[config.mk]
export PLATFORM = sky130hd
export DESIGN_NAME = uart_receive_ring_buffer
export DESIGN_NICKNAME = d
export VERILOG_FILES = /design/src/hw/rtl/urrb_pkg.sv /design/src/hw/rtl/uart_receive_ring_buffer.sv /design/src/hw/rtl/urrb_ram.sv /design/src/hw/rtl/urrb_ctrl.sv /design/src/hw/rtl/urrb_dp.sv
export SDC_FILE = /design/constraint.sdc
export NUM_CORES = 1
export LEC_CHECK = 0
export ABC_CLOCK_PERIOD_IN_PS = 7300
export BUFFER_PORTS_ARGS = -buffer_cell sky130_fd_sc_hd__buf_2
export CAP_MARGIN = 20
export CORE_ASPECT_RATIO = 1.2
export CORE_UTILIZATION = 25
export DETAILED_ROUTE_END_ITERATION = 10
export HOLD_SLACK_MARGIN = 0.15
export PLACE_DENSITY_LB_ADDON = 0.08
export SETUP_SLACK_MARGIN = 0.5
export SYNTH_ARGS = -nofsm -noshare
export SYNTH_HDL_FRONTEND = slang
export SYNTH_SLANG_ARGS = --single-unit
[constraint.sdc]
create_clock -name clk -period 7.3 [get_ports clk]
set_input_delay 1.095 -clock clk [delete_from_list [all_inputs] [get_ports clk]]
set_output_delay 1.095 -clock clk [all_outputs]
set_load 0.01 [all_outputs]
[src/hw/rtl/urrb_pkg.sv]
// Shared types and constants for the UART receive ring buffer.
package urrb_pkg;

    localparam int DEPTH_DEF = 64;
    localparam int BYTE_W    = 8;
    localparam int ACT_W     = 2;
    localparam int ERR_W     = 3;
    localparam int COUNT_W   = 6;

    // Byte stored in place of a received byte that carried a line error ('X').
    localparam logic [BYTE_W-1:0] ERROR_MARK = 8'h58;

    localparam logic [ERR_W-1:0] ERR_NONE     = 3'd0;
    localparam logic [ERR_W-1:0] ERR_OVERFLOW = 3'd4;

    typedef enum logic [ACT_W-1:0] {
        ACT_RECEIVE = 2'd0,
        ACT_POP     = 2'd1,
        ACT_FLUSH   = 2'd2
    } action_t;

    typedef enum logic {
        ST_IDLE,
        ST_DONE
    } state_t;

    // Controller to datapath commands.
    typedef struct packed {
        logic exec;   // request accepted this cycle: update ring state
        logic load;   // move the finished result into the output register
    } dp_cmd_t;

endpackage

[src/hw/rtl/uart_receive_ring_buffer.sv]
// Top level of the UART receive ring buffer.
// Usage:
//   Input channel (in_valid/in_ready) carries one request: action selects
//   receive (store rx_byte, or 'X' when frame_error/overrun_error is set),
//   pop (return the oldest byte) or flush (drop everything held).
//   Output channel (out_valid/out_ready) returns one result per request:
//   data_byte (popped byte, else 0), error_status (last error: none, frame,
//   overrun, both, buffer overflow), no_data (pop found the ring empty) and
//   bytes_waiting (bytes held after the request, low 6 bits).
//   The ring holds DEPTH-1 bytes; a receive into a full ring drops the byte
//   and sets error_status to buffer overflow.
// Timing:
//   An accepted request updates the ring state and moves to ST_DONE, which loads the
//   result into the output register. One request is in work at a time; a pop waits
//   in ST_DONE on the byte store's registered read.
//   A finished result sits in the output register; the next request is
//   accepted while it waits. If the receiver stalls, the following result
//   holds in the datapath and no further request is taken.
// Reset:
//   rst_n clears both ring pointers, the last error and out_valid; store kept.
module uart_receive_ring_buffer #(
    parameter int DEPTH = urrb_pkg::DEPTH_DEF
) (
    input  logic                          clk,
    input  logic                          rst_n,
    input  logic                          in_valid,
    output logic                          in_ready,
    input  logic [urrb_pkg::ACT_W-1:0]    action,
    input  logic [urrb_pkg::BYTE_W-1:0]   rx_byte,
    input  logic                          frame_error,
    input  logic                          overrun_error,
    output logic                          out_valid,
    input  logic                          out_ready,
    output logic [urrb_pkg::BYTE_W-1:0]   data_byte,
    output logic [urrb_pkg::ERR_W-1:0]    error_status,
    output logic                          no_data,
    output logic [urrb_pkg::COUNT_W-1:0]  bytes_waiting
);
    import urrb_pkg::*;

    dp_cmd_t cmd;

    // Sequencing: accept, update ring state, then hand off the result.
    urrb_ctrl u_ctrl (
        .clk       (clk),
        .rst_n     (rst_n),
        .in_valid  (in_valid),
        .in_ready  (in_ready),
        .out_valid (out_valid),
        .out_ready (out_ready),
        .cmd       (cmd)
    );

    // Pointers, last error, byte store and output register.
    urrb_dp #(
        .DEPTH (DEPTH)
    ) u_dp (
        .clk           (clk),
        .rst_n         (rst_n),
        .cmd           (cmd),
        .action        (action),
        .rx_byte       (rx_byte),
        .frame_error   (frame_error),
        .overrun_error (overrun_error),
        .data_byte     (data_byte),
        .error_status  (error_status),
        .no_data       (no_data),
        .bytes_waiting (bytes_waiting)
    );

endmodule

[src/hw/rtl/urrb_ram.sv]
// Generic single-write, single-read RAM with registered read data.
module urrb_ram #(
    parameter int WIDTH = 8,
    parameter int DEPTH = 64
) (
    input  logic                     clk,
    input  logic                     we,
    input  logic [$clog2(DEPTH)-1:0] waddr,
    input  logic [WIDTH-1:0]         wdata,
    input  logic                     re,
    input  logic [$clog2(DEPTH)-1:0] raddr,
    output logic [WIDTH-1:0]         rdata
);

    logic [WIDTH-1:0] mem [DEPTH];
    logic [WIDTH-1:0] rdata_reg;

    always_ff @(posedge clk)
    begin
        if (we)
        begin
            mem[waddr] <= wdata;
        end
        if (re)
        begin
            rdata_reg <= mem[raddr];
        end
    end

    assign rdata = rdata_reg;

endmodule

[src/hw/rtl/urrb_ctrl.sv]
// Handshake controller for the receive ring buffer.
module urrb_ctrl (
    input  logic              clk,
    input  logic              rst_n,
    input  logic              in_valid,
    output logic              in_ready,
    output logic              out_valid,
    input  logic              out_ready,
    output urrb_pkg::dp_cmd_t cmd
);
    import urrb_pkg::*;

    state_t state_reg;
    state_t state_next;
    logic   out_valid_reg;
    logic   out_valid_next;

    always_ff @(posedge clk or negedge rst_n)
    begin
        if (!rst_n)
        begin
            state_reg     <= ST_IDLE;
            out_valid_reg <= 1'b0;
        end
        else
        begin
            state_reg     <= state_next;
            out_valid_reg <= out_valid_next;
        end
    end

    always_comb
    begin
        state_next     = state_reg;
        out_valid_next = out_valid_reg;
        cmd            = '0;
        in_ready       = 1'b0;
        if (out_valid_reg && out_ready)
        begin
            out_valid_next = 1'b0;
        end
        case (state_reg)
            ST_IDLE:
            begin
                in_ready = 1'b1;
                if (in_valid)
                begin
                    cmd.exec   = 1'b1;
                    state_next = ST_DONE;
                end
            end
            ST_DONE:
            begin
                // output slot free, or being emptied this cycle
                if (!out_valid_reg || out_ready)
                begin
                    cmd.load       = 1'b1;
                    out_valid_next = 1'b1;
                    state_next     = ST_IDLE;
                end
            end
            default:
            begin
                state_next = ST_IDLE;
            end
        endcase
    end

    assign out_valid = out_valid_reg;

    a_load_no_clobber: assert property (@(posedge clk) disable iff (!rst_n)
        cmd.load |-> (!out_valid_reg || out_ready))
        else $error("result loaded over an untaken result");

    a_one_at_a_time: assert property (@(posedge clk) disable iff (!rst_n)
        (in_valid && in_ready) |=> !in_ready)
        else $error("second request taken while one is in work");

endmodule

[src/hw/rtl/urrb_dp.sv]
// Ring pointers, error status, byte store and result registers.
module urrb_dp #(
    parameter int DEPTH = urrb_pkg::DEPTH_DEF
) (
    input  logic                          clk,
    input  logic                          rst_n,
    input  urrb_pkg::dp_cmd_t             cmd,
    input  logic [urrb_pkg::ACT_W-1:0]    action,
    input  logic [urrb_pkg::BYTE_W-1:0]   rx_byte,
    input  logic                          frame_error,
    input  logic                          overrun_error,
    output logic [urrb_pkg::BYTE_W-1:0]   data_byte,
    output logic [urrb_pkg::ERR_W-1:0]    error_status,
    output logic                          no_data,
    output logic [urrb_pkg::COUNT_W-1:0]  bytes_waiting
);
    import urrb_pkg::*;

    localparam int PTR_W = $clog2(DEPTH);

    logic [PTR_W-1:0]   wr_reg, wr_next;
    logic [PTR_W-1:0]   rd_reg, rd_next;
    logic [ERR_W-1:0]   err_reg, err_next;
    logic               nodata_reg, nodata_next;
    logic               hit_reg, hit_next;

    logic [BYTE_W-1:0]  data_byte_reg;
    logic [ERR_W-1:0]   error_status_reg;
    logic               no_data_reg;
    logic [COUNT_W-1:0] bytes_waiting_reg;

    logic [PTR_W-1:0]   wr_inc;
    logic [PTR_W-1:0]   rd_inc;
    logic [ERR_W-1:0]   line_err;
    logic [PTR_W:0]     cnt_wide;
    logic [PTR_W-1:0]   count;

    logic               ram_we;
    logic               ram_re;
    logic [BYTE_W-1:0]  ram_wdata;
    logic [BYTE_W-1:0]  ram_rdata;

    assign wr_inc   = (wr_reg == PTR_W'(DEPTH - 1)) ? '0 : wr_reg + 1'b1;
    assign rd_inc   = (rd_reg == PTR_W'(DEPTH - 1)) ? '0 : rd_reg + 1'b1;
    assign line_err = {1'b0, overrun_error, frame_error};

    // (wr - rd) mod DEPTH
    assign cnt_wide = (wr_reg >= rd_reg)
                    ? {1'b0, wr_reg} - {1'b0, rd_reg}
                    : {1'b0, wr_reg} + (PTR_W+1)'(DEPTH) - {1'b0, rd_reg};
    assign count    = cnt_wide[PTR_W-1:0];

    always_comb
    begin
        wr_next     = wr_reg;
        rd_next     = rd_reg;
        err_next    = err_reg;
        nodata_next = nodata_reg;
        hit_next    = hit_reg;
        ram_we      = 1'b0;
        ram_re      = 1'b0;
        ram_wdata   = (line_err != ERR_NONE) ? ERROR_MARK : rx_byte;
        if (cmd.exec)
        begin
            nodata_next = 1'b0;
            hit_next    = 1'b0;
            case (action)
                ACT_RECEIVE:
                begin
                    if (wr_inc == rd_reg)
                    begin
                        err_next = ERR_OVERFLOW;
                    end
                    else
                    begin
                        err_next = line_err;
                        wr_next  = wr_inc;
                        ram_we   = 1'b1;
                    end
                end
                ACT_POP:
                begin
                    if (wr_reg == rd_reg)
                    begin
                        nodata_next = 1'b1;
                    end
                    else
                    begin
                        rd_next  = rd_inc;
                        ram_re   = 1'b1;
                        hit_next = 1'b1;
                    end
                end
                ACT_FLUSH:
                begin
                    wr_next = rd_reg;
                end
                default:
                begin
                    wr_next = wr_reg;
                end
            endcase
        end
    end

    always_ff @(posedge clk or negedge rst_n)
    begin
        if (!rst_n)
        begin
            wr_reg  <= '0;
            rd_reg  <= '0;
            err_reg <= ERR_NONE;
        end
        else
        begin
            wr_reg  <= wr_next;
            rd_reg  <= rd_next;
            err_reg <= err_next;
        end
    end

    always_ff @(posedge clk)
    begin
        nodata_reg <= nodata_next;
        hit_reg    <= hit_next;
        if (cmd.load)
        begin
            data_byte_reg     <= hit_reg ? ram_rdata : '0;
            error_status_reg  <= err_reg;
            no_data_reg       <= nodata_reg;
            bytes_waiting_reg <= COUNT_W'(count);
        end
    end

    urrb_ram #(
        .WIDTH (BYTE_W),
        .DEPTH (DEPTH)
    ) u_store (
        .clk   (clk),
        .we    (ram_we),
        .waddr (wr_inc),
        .wdata (ram_wdata),
        .re    (ram_re),
        .raddr (rd_inc),
        .rdata (ram_rdata)
    );

    assign data_byte     = data_byte_reg;
    assign error_status  = error_status_reg;
    assign no_data       = no_data_reg;
    assign bytes_waiting = bytes_waiting_reg;

    a_ptr_range: assert property (@(posedge clk) disable iff (!rst_n)
        (wr_reg <= PTR_W'(DEPTH - 1)) && (rd_reg <= PTR_W'(DEPTH - 1)))
        else $error("ring pointer out of range");

    a_flush_empties: assert property (@(posedge clk) disable iff (!rst_n)
        (cmd.exec && action == ACT_FLUSH) |=> (wr_reg == rd_reg))
        else $error("flush left bytes in the ring");

    a_empty_pop: assert property (@(posedge clk) disable iff (!rst_n)
        (cmd.exec && action == ACT_POP && wr_reg == rd_reg)
        |=> (nodata_reg && !hit_reg && $stable(rd_reg)))
        else $error("pop on empty ring moved the read pointer");

endmodule
[Word level (Yosys, flattened, before mapping)]
Memories as Yosys holds them, arrays and structs flattened. A register that Yosys moved wholly into a read port is not among the register bits.
Index checks and enable logic that the tools add are counted.
Storage, ports and cells
  memories kept: 1
  input port bits: 16
  register bits: 37
  RAM bits: 512
  output and inout port bits: 20
Operators by class
  eq/ne operators: 7
  bitwise logic cells: 2
  reduce and logical (&&, ||, !) cells: 9
  $lt $le $gt $ge: 1
  muxes and demuxes: 26
  add/sub/neg operators: 5
Memories
  u_dp.u_store.mem: words 64, bits a word 8, rd ports 1, clocked after memory_dff 1, wr ports 1, line urrb_ram.sv:15  | logic [WIDTH-1:0] mem [DEPTH];
Operators with widths (number)
  $mux W6: 4
  $add A6 B1 Y6 const B: 3
  $mux W1: 18
  $eq A6 B6 Y1: 2
  $eq A6 B6 Y1 const B: 2
  $pmux W6 S2: 1
  $sub A6 B6 Y6: 2
  $mux W8: 1
  $ge A6 B6 Y1: 1
  $reduce_and A3 Y1: 2
  $mux W3: 1
  $reduce_bool A3 Y1: 1
  $eq A2 B1 Y1 const B: 1
  $eq A2 B2 Y1 const B: 1
  $logic_not A2 Y1: 1
  $ne A2 B2 Y1 const B: 1
  $not A1 Y1: 2
  $pmux W1 S2: 1
  $reduce_and A2 Y1: 1
  $reduce_bool A2 Y1: 1
  $logic_and A1 B1 Y1: 1
  $logic_not A1 Y1: 1
  $logic_or A1 B1 Y1: 1

[Logic depth before layout (Yosys ltp)]
Gate-level depths: netlist (run 1).
  word-level depth: 8
  depth in mapped cells: 13
  gate-level depth less buffers: 9

[By module]
Synthesis (run 1) repeated with hierarchy kept, for this count alone.
Unflattened totals
  cell total of the unflattened synthesis: 1146
  area, all modules: 22392.7 sq um
By module, submodules not included
  urrb_ram: cells each 940, area each 20246.9 sq um, seq. area each 15615.0 sq um, times used 1
  urrb_dp: cells each 198, area each 2052.0 sq um, seq. area each 975.9 sq um, times used 1
  urrb_ctrl: cells each 8, area each 93.8 sq um, seq. area each 50.0 sq um, times used 1

[Least setup slack after synthesis (run 1)]
No wires, ideal clock.
  kind: input to register
  from: input port in_valid
  to: memory u_dp.u_store.mem[40][0], enable pin
  stages: 6
  arrival: 2.505 ns
  slack: 4.425 ns
  required time: 6.929 ns
  buffers on the path: 1
  path through: nand2_1 > or3_1 > clkbuf_1 > nor3_1 > nand3b_2 > nor2_1
On the way
  longest elaborated chain between the ends: 5
RTL lines
  from (decl): line uart_receive_ring_buffer.sv:26  | input logic in_valid,
  $mux W1: line urrb_ctrl.sv:46  | if (in_valid)
  $mux W1: line urrb_ctrl.sv:42  | case (state_reg)
  $mux W1: line urrb_dp.sv:63  | if (cmd.exec)
  $mux W1: line urrb_ram.sv:20  | if (we)
  $mux W1 (implied by the code): line urrb_ram.sv:22  | mem[waddr] <= wdata;
  to (decl): line urrb_ram.sv:15
No other way between the ends.

[Final worst setup path (run 1)]
  from: register u_dp.rd_reg[1]
  to: register u_dp.u_store.rdata_reg[4] (netlist: u_dp.u_store.rdata[4]) (read register of u_dp.u_store.mem) (data pin)
On the way
  longest elaborated chain between the ends: 4
  elaborated cells between the ends (all ways): 7
RTL lines
  from (decl): line urrb_dp.sv:22  | logic [PTR_W-1:0] rd_reg, rd_next;
  from (signal assigned): line urrb_dp.sv:117  | rd_reg <= rd_next;
  branches (longest 4 deep; another with $add A6 B1 Y6)
  to (decl): line urrb_ram.sv:16  | logic [WIDTH-1:0] rdata_reg;
Several ways; the timed one is not identified.
A chain may end at the register's enable or synchronous reset.

==> impl_metrics.json, run 1 <==
{
  "htree_levels": 2,
  "required_ns": 7.72,
  "ios": 36,
  "viasPerCell": 4.76,
  "p_switching_mw": 4.41,
  "core-area_um2": 89500,
  "drc": 0,
  "clk_latency_ns": 0.64,
  "cp.arrival_ns": 5.19,
  "slew_headroom_pct": 29.7,
  "die_x_um": 277,
  "cts-root-buf": "clkbuf_16",
  "largest_reg_flops": 512,
  "postCtsSetupRepairBufs": 0,
  "rsz0062_at_grt": "false",
  "tightest_slew_ns": 1.05,
  "clkTransAtPathRegs_ns": 0.06,
  "ant_nets": 0,
  "p_sw_share_pct": 40.6,
  "rr_endpoint": "u_dp.u_store.rdata[4]",
  "cts.repair.resized": 0,
  "synth_area_leaders": "edfxtp_1 (72%), nand2_1 (4.8%), a21oi_1 (2.8%), mux2i_1 (1.9%), dfrtp_1 (1.9%)",
  "critPathLaunchType": "flop",
  "cts_buffer_depth": 3,
  "synth_nets": 1634,
  "drv_cap": 0,
  "finalNonFillerCells": 2838,
  "ys_seq_area_share_pct": 73.6,
  "async_flop_share_pct": 3.05,
  "power_frac_comb_pct": 39.6,
  "reg2reg_slack_ns": 2.53,
  "fin_crit_sh_pct": 65.3,
  "power_density_nw_per_um2": 421,
  "die_y_um": 332,
  "outcome": "complete, no violations",
  "reg2reg_depth": 10,
  "wl_um": 73700,
  "placed_cells": 2735,
  "power_frac_seq_pct": 34.4,
  "ys_ff_latch": 557,
  "p_clk_share_pct": 26.1,
  "dp_hpwl_um": 45100,
  "end_kind": "flop",
  "grt_pass1_wl_um": 106000,
  "drt_iter0_drc": 990,
  "yosys-mux-area-fraction_pct": 2.70,
  "setup_tns_ns": 0,
  "nets": 1660,
  "antenna_found_initial": 4,
  "postCtsHoldBufs": 0,
  "min_path_type": "in2async",
  "antennaDiodeCount": 0,
  "fin_skew_ns": 0.0254,
  "synthAdderAreaFrac_pct": 0.476,
  "synth.top_cell.area_share_pct": 71.7,
  "vias": 13500,
  "ys.warnings.count": 0,
  "start_util_pct": 25.3,
  "fmax_mhz": 210,
  "maxSlewViolCount": 0,
  "synth-simple-area-share_pct": 9.51,
  "first_global_vias": 14000,
  "syn_inst": 1610,
  "place.gp.congestion": 0.765,
  "path_max_fanout": 57,
  "cts_sinks": 557,
  "worstReg2RegStart": "u_dp.rd_reg[1]",
  "synth_compound_area_share_pct": 10.4,
  "min_period_ns": 4.77,
  "hold_viol_final": 0,
  "syn_area_per_cell_um2": 14.1,
  "synth_cell_types": 65,
  "wl_per_cell_um": 26.0,
  "synth-xor-area-share_pct": 0.846,
  "grt.total_usage_pct": 16.0,
  "grt_max_degree": 127,
  "cts_tree": "yes",
  "power_leakage_nw": 8.27,
  "area_growth_pct": 14.0,
  "synth-edff-count": 540,
  "p_int_mw": 6.45,
  "drive_above_1_share_pct": 10.4,
  "numPortBuffers": 35,
  "worstSetupPathType": "reg2reg",
  "grt-ovfl-total": 0,
  "synth_area_um2": 22600,
  "ir_drop_v": 0.000371,
  "power_mw": 10.9,
  "drtPass1Iterations": 5,
  "synth_area_leader_cell": "edfxtp_1",
  "synth_ff_type": "edfxtp_1",
  "synth_top_family_by_area": "compound AO/OA/AOI/OAI gates",
  "rows": 120,
  "cts_buffers": 58,
  "design.die.area_um2": 91700,
  "setup_violations": 0
}
## routing by layer
layer  global-route usage [%]  vias to the layer above  share of wire, %
li1                         -                     6164                 -
met3                     2.04                       95               3.1
met5                        0                        -                 0
met4                     4.29                        0               2.3
met1                     20.3                     7003                44
met2                     28.4                      237                51
## worst max path at each step
stage	to	from	slack (ns)	depth (start not counted)
floorplan	u_dp.u_store.mem[40][0]	in_valid	4.42	6
global placement	u_dp.u_store.rdata[7]	u_dp.rd_reg[1]	2.45	10
detailed placement	u_dp.u_store.rdata[4]	u_dp.rd_reg[1]	2.42	10
CTS	u_dp.u_store.rdata[4]	u_dp.rd_reg[1]	2.39	10
global route	u_dp.u_store.rdata[4]	u_dp.rd_reg[1]	2.18	10
finish	u_dp.u_store.rdata[4]	u_dp.rd_reg[1]	2.53	10
## power groups by stage
stage	clock (mW)	sequential [mW]	combinational, mW
6_report	2.83	3.73	4.29
5_1_grt	3.01	3.74	4.64
4_1_cts	2.92	3.73	4.43
3_5_place_dp	0	3.80	4.41
3_3_place_gp	0	3.80	4.45
2_1_floorplan	0	3.75	2.60
## per-stage QoR
| step | cell area [um^2] | hold WS (ns) | util, % | setup slack [ns] |
|---|---|---|---|---|
| 6_report | 25800 | 0.395 | 28.8 | 2.53 |
| 5_1_grt | 25800 | 0.412 | 28.8 | 2.18 |
| 4_1_cts | 25800 | 0.378 | 28.8 | 2.39 |
| 3_5_place_dp | 24100 | 0.416 | 26.9 | 2.42 |
| 3_3_place_gp | 24100 | 0.413 | 26.9 | 2.45 |
| 2_1_floorplan | 22600 | 0.400 | - | 4.42 |
## worst max-delay path: stages, from the launching register on
cell	delay [ns]
dfrtp_1	0.50
ha_2	0.35
and2_1	0.36
a21o_4	0.61
buf_4	0.73
buf_4	0.47
nand2_1	0.09
a22o_1	0.22
a211oi_1	0.48
o21ai_0	0.25
o32ai_1	0.39
## cells in the mapped netlist, types with 6 or more instances
| master | instances |
|---|---|
| or3_1 | 7 |
| nor2_1 | 96 |
| a32oi_1 | 13 |
| a41oi_1 | 7 |
| inv_1 | 15 |
| buf_6 | 8 |
| nand3_1 | 47 |
| a21oi_1 | 125 |
| a311o_1 | 6 |
| a21boi_0 | 14 |
| nor3_1 | 13 |
| a311oi_1 | 7 |
| a22o_1 | 14 |
| o21ai_0 | 31 |
| ha_1 | 7 |
| clkbuf_1 | 35 |
| buf_2 | 39 |
| o32ai_1 | 6 |
| mux2i_1 | 43 |
| buf_1 | 8 |
| a221oi_1 | 8 |
| edfxtp_1 | 540 |
| o221ai_1 | 7 |
| a211oi_1 | 23 |
| and3_1 | 12 |
| xnor2_1 | 15 |
| dfrtp_1 | 17 |
| and2_1 | 18 |
| a31oi_1 | 33 |
| o31ai_1 | 9 |
| a22oi_1 | 28 |
| nand2_1 | 290 |
| buf_4 | 6 |
| mux4_2 | 8 |
## placed cells by master (no fill, tap or decap), types with 8 or more instances in the layout
cell         n
mux2i_1     43
nor3_1      13
mux4_2       8
a32oi_1     13
a22o_1      14
and2_1      13
buf_2       35
clkinv_1    16
o21ai_0     31
clkbuf_16   58
clkinv_2    13
nand2_1    288
nor2_1      93
a221oi_1     8
a21boi_0    14
edfxtp_1   540
a22oi_1     28
nand3_1     47
xnor2_1     14
buf_4       26
a21oi_1    125
a211oi_1    23
o31ai_1      9
inv_1       15
and3_1      12
a31oi_1     33
dfrtp_1     17
clkbuf_1    11
## cell families after synthesis
kind of cell | Yosys count
AND/OR/NAND/NOR | 504
multiplexers | 51
XOR/XNOR | 21
flip-flops | 557
buffers and inverters | 113
AO/OA/AOI/OAI | 356
adder cells (fa/ha/maj) | 8
## layout make-up
cell class                      instances  area (um^2)
Clock inverter                         34          245
Timing Repair Buffer                   63          410
Inverter                               16         60.1
Fill cell                            9059        63700
Sequential cell                       557        16600
Multi-Input combinational cell        940         5490
Tap cell                             1159         1450
Clock buffer                           69         1490
(Power assumes the default switching activity.)
==> run 2: changes to the inputs <==
Settings changed: ABC_CLOCK_PERIOD_IN_PS 7300 to 4200.
Clock period 7.3 ns to 4.2 ns, I/O delays scaled along.
==> run 2 against run 1 <==
Net effect: register-to-register slack worse by 1.9 ns; critical path depth down 2; clock skew down 0.0099 ns; die area unchanged; clock power up 90%; hold slack worse by 0.13 ns; first-iteration DRC count up 2.3%; cell count up 3.5%; largest cell class unchanged; largest power group unchanged.
==> impl_metrics.json, run 2 (same netlist as run 1, synthesis figures left out) <==
{
  "drive_above_1_share_pct": 16.6,
  "p_sw_share_pct": 39.4,
  "ant_nets": 0,
  "nets": 1751,
  "ir_drop_v": 0.000504,
  "vias": 13900,
  "cts_sinks": 557,
  "start_util_pct": 25.3,
  "multi_input_area_um2": 5570,
  "cts_buffers": 60,
  "ios": 36,
  "maxSlewViolCount": 0,
  "antenna_found_initial": 1,
  "power_frac_seq_pct": 32.6,
  "hold_viol_final": 0,
  "htree_levels": 2,
  "mostFrequentLayoutCell": "edfxtp_1",
  "wl_per_cell_um": 25.3,
  "setup_tns_ns": 0,
  "core-area_um2": 89500,
  "cts_tree": "yes",
  "min_to": "u_dp.err_reg[1]",
  "power_density_nw_per_um2": 739,
  "grt_max_degree": 70,
  "min_path_type": "in2reg",
  "whs_path_depth": 3,
  "grt.total_usage_pct": 16.1,
  "place.gp.congestion": 0.838,
  "dp_hpwl_um": 47900,
  "antennaDiodeCount": 0,
  "required_ns": 4.46,
  "fin_skew_ns": 0.0156,
  "rsz0062_at_grt": "true",
  "final_cell_mix": "edfxtp_1 (540), nand2_1 (288), a21oi_1 (125)",
  "critPathLaunchType": "flop",
  "first_global_vias": 14300,
  "holdCritStartpoint": "overrun_error",
  "p_int_mw": 12.0,
  "area_growth_pct": 18.7,
  "rows": 120,
  "fillCellCount": 9029,
  "worstReg2RegStart": "u_dp.wr_reg[1]",
  "cts_buffer_depth": 3,
  "fmax_mhz": 278,
  "setup_violations": 0,
  "worstSetupPathType": "reg2reg",
  "power_leakage_nw": 8.85,
  "path_max_fanout": 10,
  "p_switching_mw": 7.82,
  "cts-root-buf": "clkbuf_16",
  "reg2reg_depth": 8,
  "grt-ovfl-total": 0,
  "largest_reg_flops": 512,
  "p_clk_share_pct": 27.1,
  "wl_um": 74400,
  "rr_endpoint": "u_dp.u_store.mem[56][1]",
  "drtPass1Iterations": 5,
  "design.die.area_um2": 91700,
  "outcome": "complete, no violations",
  "min_period_ns": 3.59,
  "clkTransAtPathRegs_ns": 0.06,
  "die_x_um": 277,
  "clk_latency_ns": 0.64,
  "drc": 0,
  "grt_pass1_wl_um": 107000,
  "tightest_slew_ns": 1.04,
  "power_frac_comb_pct": 40.3,
  "cp.arrival_ns": 3.85,
  "slew_headroom_pct": 30.4,
  "fin_crit_sh_pct": 85.5,
  "numPortBuffers": 35,
  "drt_iter0_drc": 1013,
  "ff_latch_area_um2": 16600,
  "die_y_um": 332,
  "fin_util_pct": 30.0,
  "end_kind": "flop",
  "viasPerCell": 4.73,
  "drv_cap": 0,
  "reg2reg_slack_ns": 0.61
}
## run 2: cell count changes in the layout (fill, tap and decap cells not counted), sizes merged
cell and delta:
bufinv +4, dlygate4sd3 +1, a21o +1, clkbuf +6, clkinv -1, clkinvlp +1, buf +87
## run 2: how the worst max path moves through the flow
stage / from / end / slack (ns) / cells past startpoint
6_report: u_dp.wr_reg[1] / u_dp.u_store.mem[56][1] / 0.61 / 8
3_3_place_gp: u_dp.rd_reg[1] / u_dp.u_store.rdata[2] / 0.12 / 9
5_1_grt: u_dp.wr_reg[1] / u_dp.u_store.mem[56][0] / 0.37 / 8
3_5_place_dp: u_dp.rd_reg[1] / u_dp.u_store.rdata[3] / 0.29 / 11
2_1_floorplan: u_dp.wr_reg[1] / u_dp.u_store.mem[40][0] / 1.48 / 11
4_1_cts: u_dp.rd_reg[1] / u_dp.u_store.rdata[3] / 0.41 / 9
## run 2: final cells by class
class / count / share of cell area [%]
clock buffer: 75 / 5.96
timing repair buffer: 151 / 4.33
sequential: 557 / 62.0
clock inverter: 38 / 1.32
tap: 1159 / 5.40
inverter: 16 / 0.224
multi-input combinational: 941 / 20.8
## run 2: power groups by stage
| stage | Combinational, mW | Clock, mW | Sequential [mW] |
|---|---|---|---|
| 2_1_floorplan | 4.52 | 0 | 6.52 |
| 3_3_place_gp | 8.01 | 0 | 6.58 |
| 3_5_place_dp | 7.98 | 0 | 6.59 |
| 4_1_cts | 8.14 | 5.53 | 6.47 |
| 5_1_grt | 8.63 | 5.72 | 6.49 |
| 6_report | 8.00 | 5.37 | 6.47 |
## run 2: per-stage QoR
step                instance area (um^2)  std cells  setup slack (ns)  hold WS [ns]  power [mW]
floorplan                          22600       1610              1.48         0.334        11.0
global placement                   24700       2814             0.119         0.413        14.6
detailed placement                 24700       2815             0.292         0.417        14.6
CTS                                26800       2937             0.406         0.217        20.1
global route                       26800       2937             0.373         0.239        20.8
finish                             26800       2937             0.608         0.262        19.8
## run 2: worst max-delay path: stages (launching register included)
cell,delay (ns)
dfrtp_1,0.43
ha_1,0.34
nand3_1,0.23
o21a_1,0.38
xnor2_1,0.18
nand4_1,0.11
or3_1,0.32
nand3b_2,0.38
nor2_1,0.85
## run 2: what timing repair did
item | CTS | global route
hold buffers | 1 | 0
pin swaps | 2 | 0
buffers inserted | 7 | 0
gates cloned | 1 | 0
endpoints found under the setup margin | 45 | 147
hold endpoints to repair | 17 | 0
gates resized for setup | 11 | 25
## run 2: routing by layer
layer / track usage [%] / vias to the layer above / wire (um)
li1: - / 6356 / -
met1: 21.0 / 7189 / 33100
met2: 28.1 / 267 / 37600
met3: 2.13 / 92 / 2430
met4: 3.74 / 0 / 1310
met5: 0 / - / 0
==> run 3: changes to the inputs <==
Settings changed: CORE_MARGIN from default to 3.
==> run 3 against run 2 <==
Net effect: combinational power fell by 0.8%; sequential share of layout area rose by 0.29 points; wire length rose by 1.5%; die area rose by 2.7%; setup slack got worse by 0.069 ns; register-to-register slack got worse by 0.07 ns; utilization fell by 0.14 points; first-iteration DRC count did not move; cell count fell by 0.68%; sequential power barely moved.
==> impl_metrics.json, run 3 (same netlist as run 1, synthesis figures left out) <==
{
  "vias": 13900,
  "grt_max_degree": 65,
  "min_to": "u_dp.err_reg[0]",
  "drv_cap": 0,
  "cts_buffers": 60,
  "htree_levels": 2,
  "cp_top_family": "compound AO/OA/AOI/OAI gates",
  "drc": 0,
  "p_clk_share_pct": 27.4,
  "cts-root-buf": "clkbuf_16",
  "die_y_um": 336,
  "reg2reg_depth": 10,
  "fillCellCount": 8963,
  "place.gp.congestion": 0.797,
  "rsz0062_at_grt": "true",
  "whs_path_depth": 3,
  "start_util_pct": 25.3,
  "area_growth_pct": 18.1,
  "grt_pass1_wl_um": 107000,
  "fin_crit_sh_pct": 87.2,
  "cp_cell_sequence": "ha_2, and2_1, a21o_4, buf_4, mux2i_1, a32oi_1, and3_1, a311oi_1, buf_4, o32ai_1",
  "first_global_vias": 14200,
  "drive_above_1_share_pct": 16.2,
  "power_frac_seq_pct": 32.6,
  "power_mw": 19.8,
  "reg2reg_slack_ns": 0.54,
  "rr_endpoint": "u_dp.u_store.rdata[7]",
  "grt-ovfl-total": 0,
  "numPortBuffers": 35,
  "min_period_ns": 3.66,
  "ir_drop_v": 0.000435,
  "crit_start": "u_dp.rd_reg[1]",
  "critPathBufInv": 2,
  "holdCritStartpoint": "frame_error",
  "outcome": "complete, no violations",
  "crit_path_top_delay_cell": "dfrtp_1",
  "p_sw_share_pct": 39.5,
  "fin_util_pct": 29.9,
  "critPathLaunchType": "flop",
  "antenna_found_initial": 6,
  "cts_sinks": 557,
  "wl_um": 75600,
  "p_int_mw": 12.0,
  "worstReg2RegStart": "u_dp.rd_reg[1]",
  "viasPerCell": 4.76,
  "cp.arrival_ns": 4.01,
  "cts_buffer_depth": 3,
  "required_ns": 4.55,
  "largest_reg_flops": 512,
  "path_max_fanout": 29,
  "power_frac_comb_pct": 40.0,
  "nets": 1737,
  "power_density_nw_per_um2": 743,
  "rows": 120,
  "tightest_slew_ns": 1.05,
  "clkTransAtPathRegs_ns": 0.06,
  "maxSlewViolCount": 0,
  "fmax_mhz": 273,
  "setup_tns_ns": 0,
  "worstSetupPathType": "reg2reg",
  "drt_iter0_drc": 1013,
  "wl_per_cell_um": 25.9,
  "p_switching_mw": 7.83,
  "end_kind": "flop",
  "drtPass1Iterations": 5,
  "ff_latch_area_um2": 16600,
  "slew_headroom_pct": 29.7,
  "grt.total_usage_pct": 15.9,
  "dp_hpwl_um": 48200,
  "ant_nets": 0,
  "cts_tree": "yes",
  "cp.depth": 10,
  "design.die.area_um2": 94100,
  "core-area_um2": 89500,
  "multi_input_area_um2": 5570,
  "min_path_type": "in2reg",
  "final_cell_mix": "edfxtp_1 (540), nand2_1 (290), a21oi_1 (125)",
  "die_x_um": 281,
  "power_leakage_nw": 8.77,
  "clk_latency_ns": 0.66,
  "max_stage_delay_ns": 0.49,
  "hold_viol_final": 0,
  "setup_violations": 0,
  "fin_skew_ns": 0.0377,
  "cp_common_cell": "buf_4",
  "ios": 36,
  "mostFrequentLayoutCell": "edfxtp_1"
}
## run 3: changes by cell type in the layout (fill, tap and decap cells not counted), sizes merged
cell and delta:
diode +1, buf -14, clkinv -6, clkbuf -2, bufinv +2, inv -1
## run 3: metrics by stage
stage | setup WS [ns] | std cells | area (um^2) | hold WS [ns]
floorplan | 1.48 | 1610 | 22600 | 0.334
global placement | 0.332 | 2805 | 24600 | 0.405
detailed placement | 0.315 | 2805 | 24600 | 0.419
CTS | 0.407 | 2912 | 26600 | 0.212
global route | 0.385 | 2916 | 26700 | 0.261
finish | 0.539 | 2917 | 26700 | 0.253
## run 3: what timing repair did
item                       4_1_cts  5_1_grt
buffers inserted                 0        3
setup endpoints to repair      124      342
hold buffers                     1        0
gates cloned                     0        1
hold endpoints to repair        17        0
resized for setup               13       25
pin swaps                        1        0
## run 3: worst register-to-register path: cells and delay by family, from the launching register on
kind	cells	cell delay, ns
AOI/OAI and AO/OA	4	0.96
adders and majority gates	1	0.35
buffers and inverters	2	0.68
DFF	1	0.49
muxes	1	0.25
and+or+nand+nor	2	0.62
## run 3: routing by layer
layer / vias to the layer above / routed length (um) / track usage, % / part of all wire (%)
met5: - / 0 / 0 / 0
met4: 0 / 2750 / 5.77 / 3.6
met3: 112 / 3400 / 2.57 / 4.5
met2: 339 / 37100 / 27.0 / 49
met1: 7119 / 32300 / 20.5 / 43
li1: 6321 / - / - / -
## run 3: final cells by class
cell class,count,share of cell area [%]
sequential,557,62.3
multi-input combinational,941,20.9
clock buffer,73,5.88
tap,1159,5.43
timing repair buffer,137,3.87
clock inverter,33,1.44
inverter,16,0.225
antenna,1,0.00937
## run 3: worst max-delay path by stage
stage / endpoint
after global routing: u_dp.u_store.rdata[7]
after global placement: u_dp.u_store.mem[13][5]
final: u_dp.u_store.rdata[7]
after floorplan: u_dp.u_store.mem[40][0]
after detailed placement: u_dp.u_store.mem[21][5]
after CTS: u_dp.u_store.mem[20][7]
## run 3: power by group through the flow
| stage | Clock (mW) | Combinational, mW | Sequential, mW |
|---|---|---|---|
| global placement | 0 | 8.04 | 6.59 |
| detailed placement | 0 | 7.98 | 6.59 |
| floorplan | 0 | 4.52 | 6.52 |
| global route | 5.80 | 8.55 | 6.49 |
| CTS | 5.58 | 8.03 | 6.47 |
| finish | 5.44 | 7.94 | 6.47 |
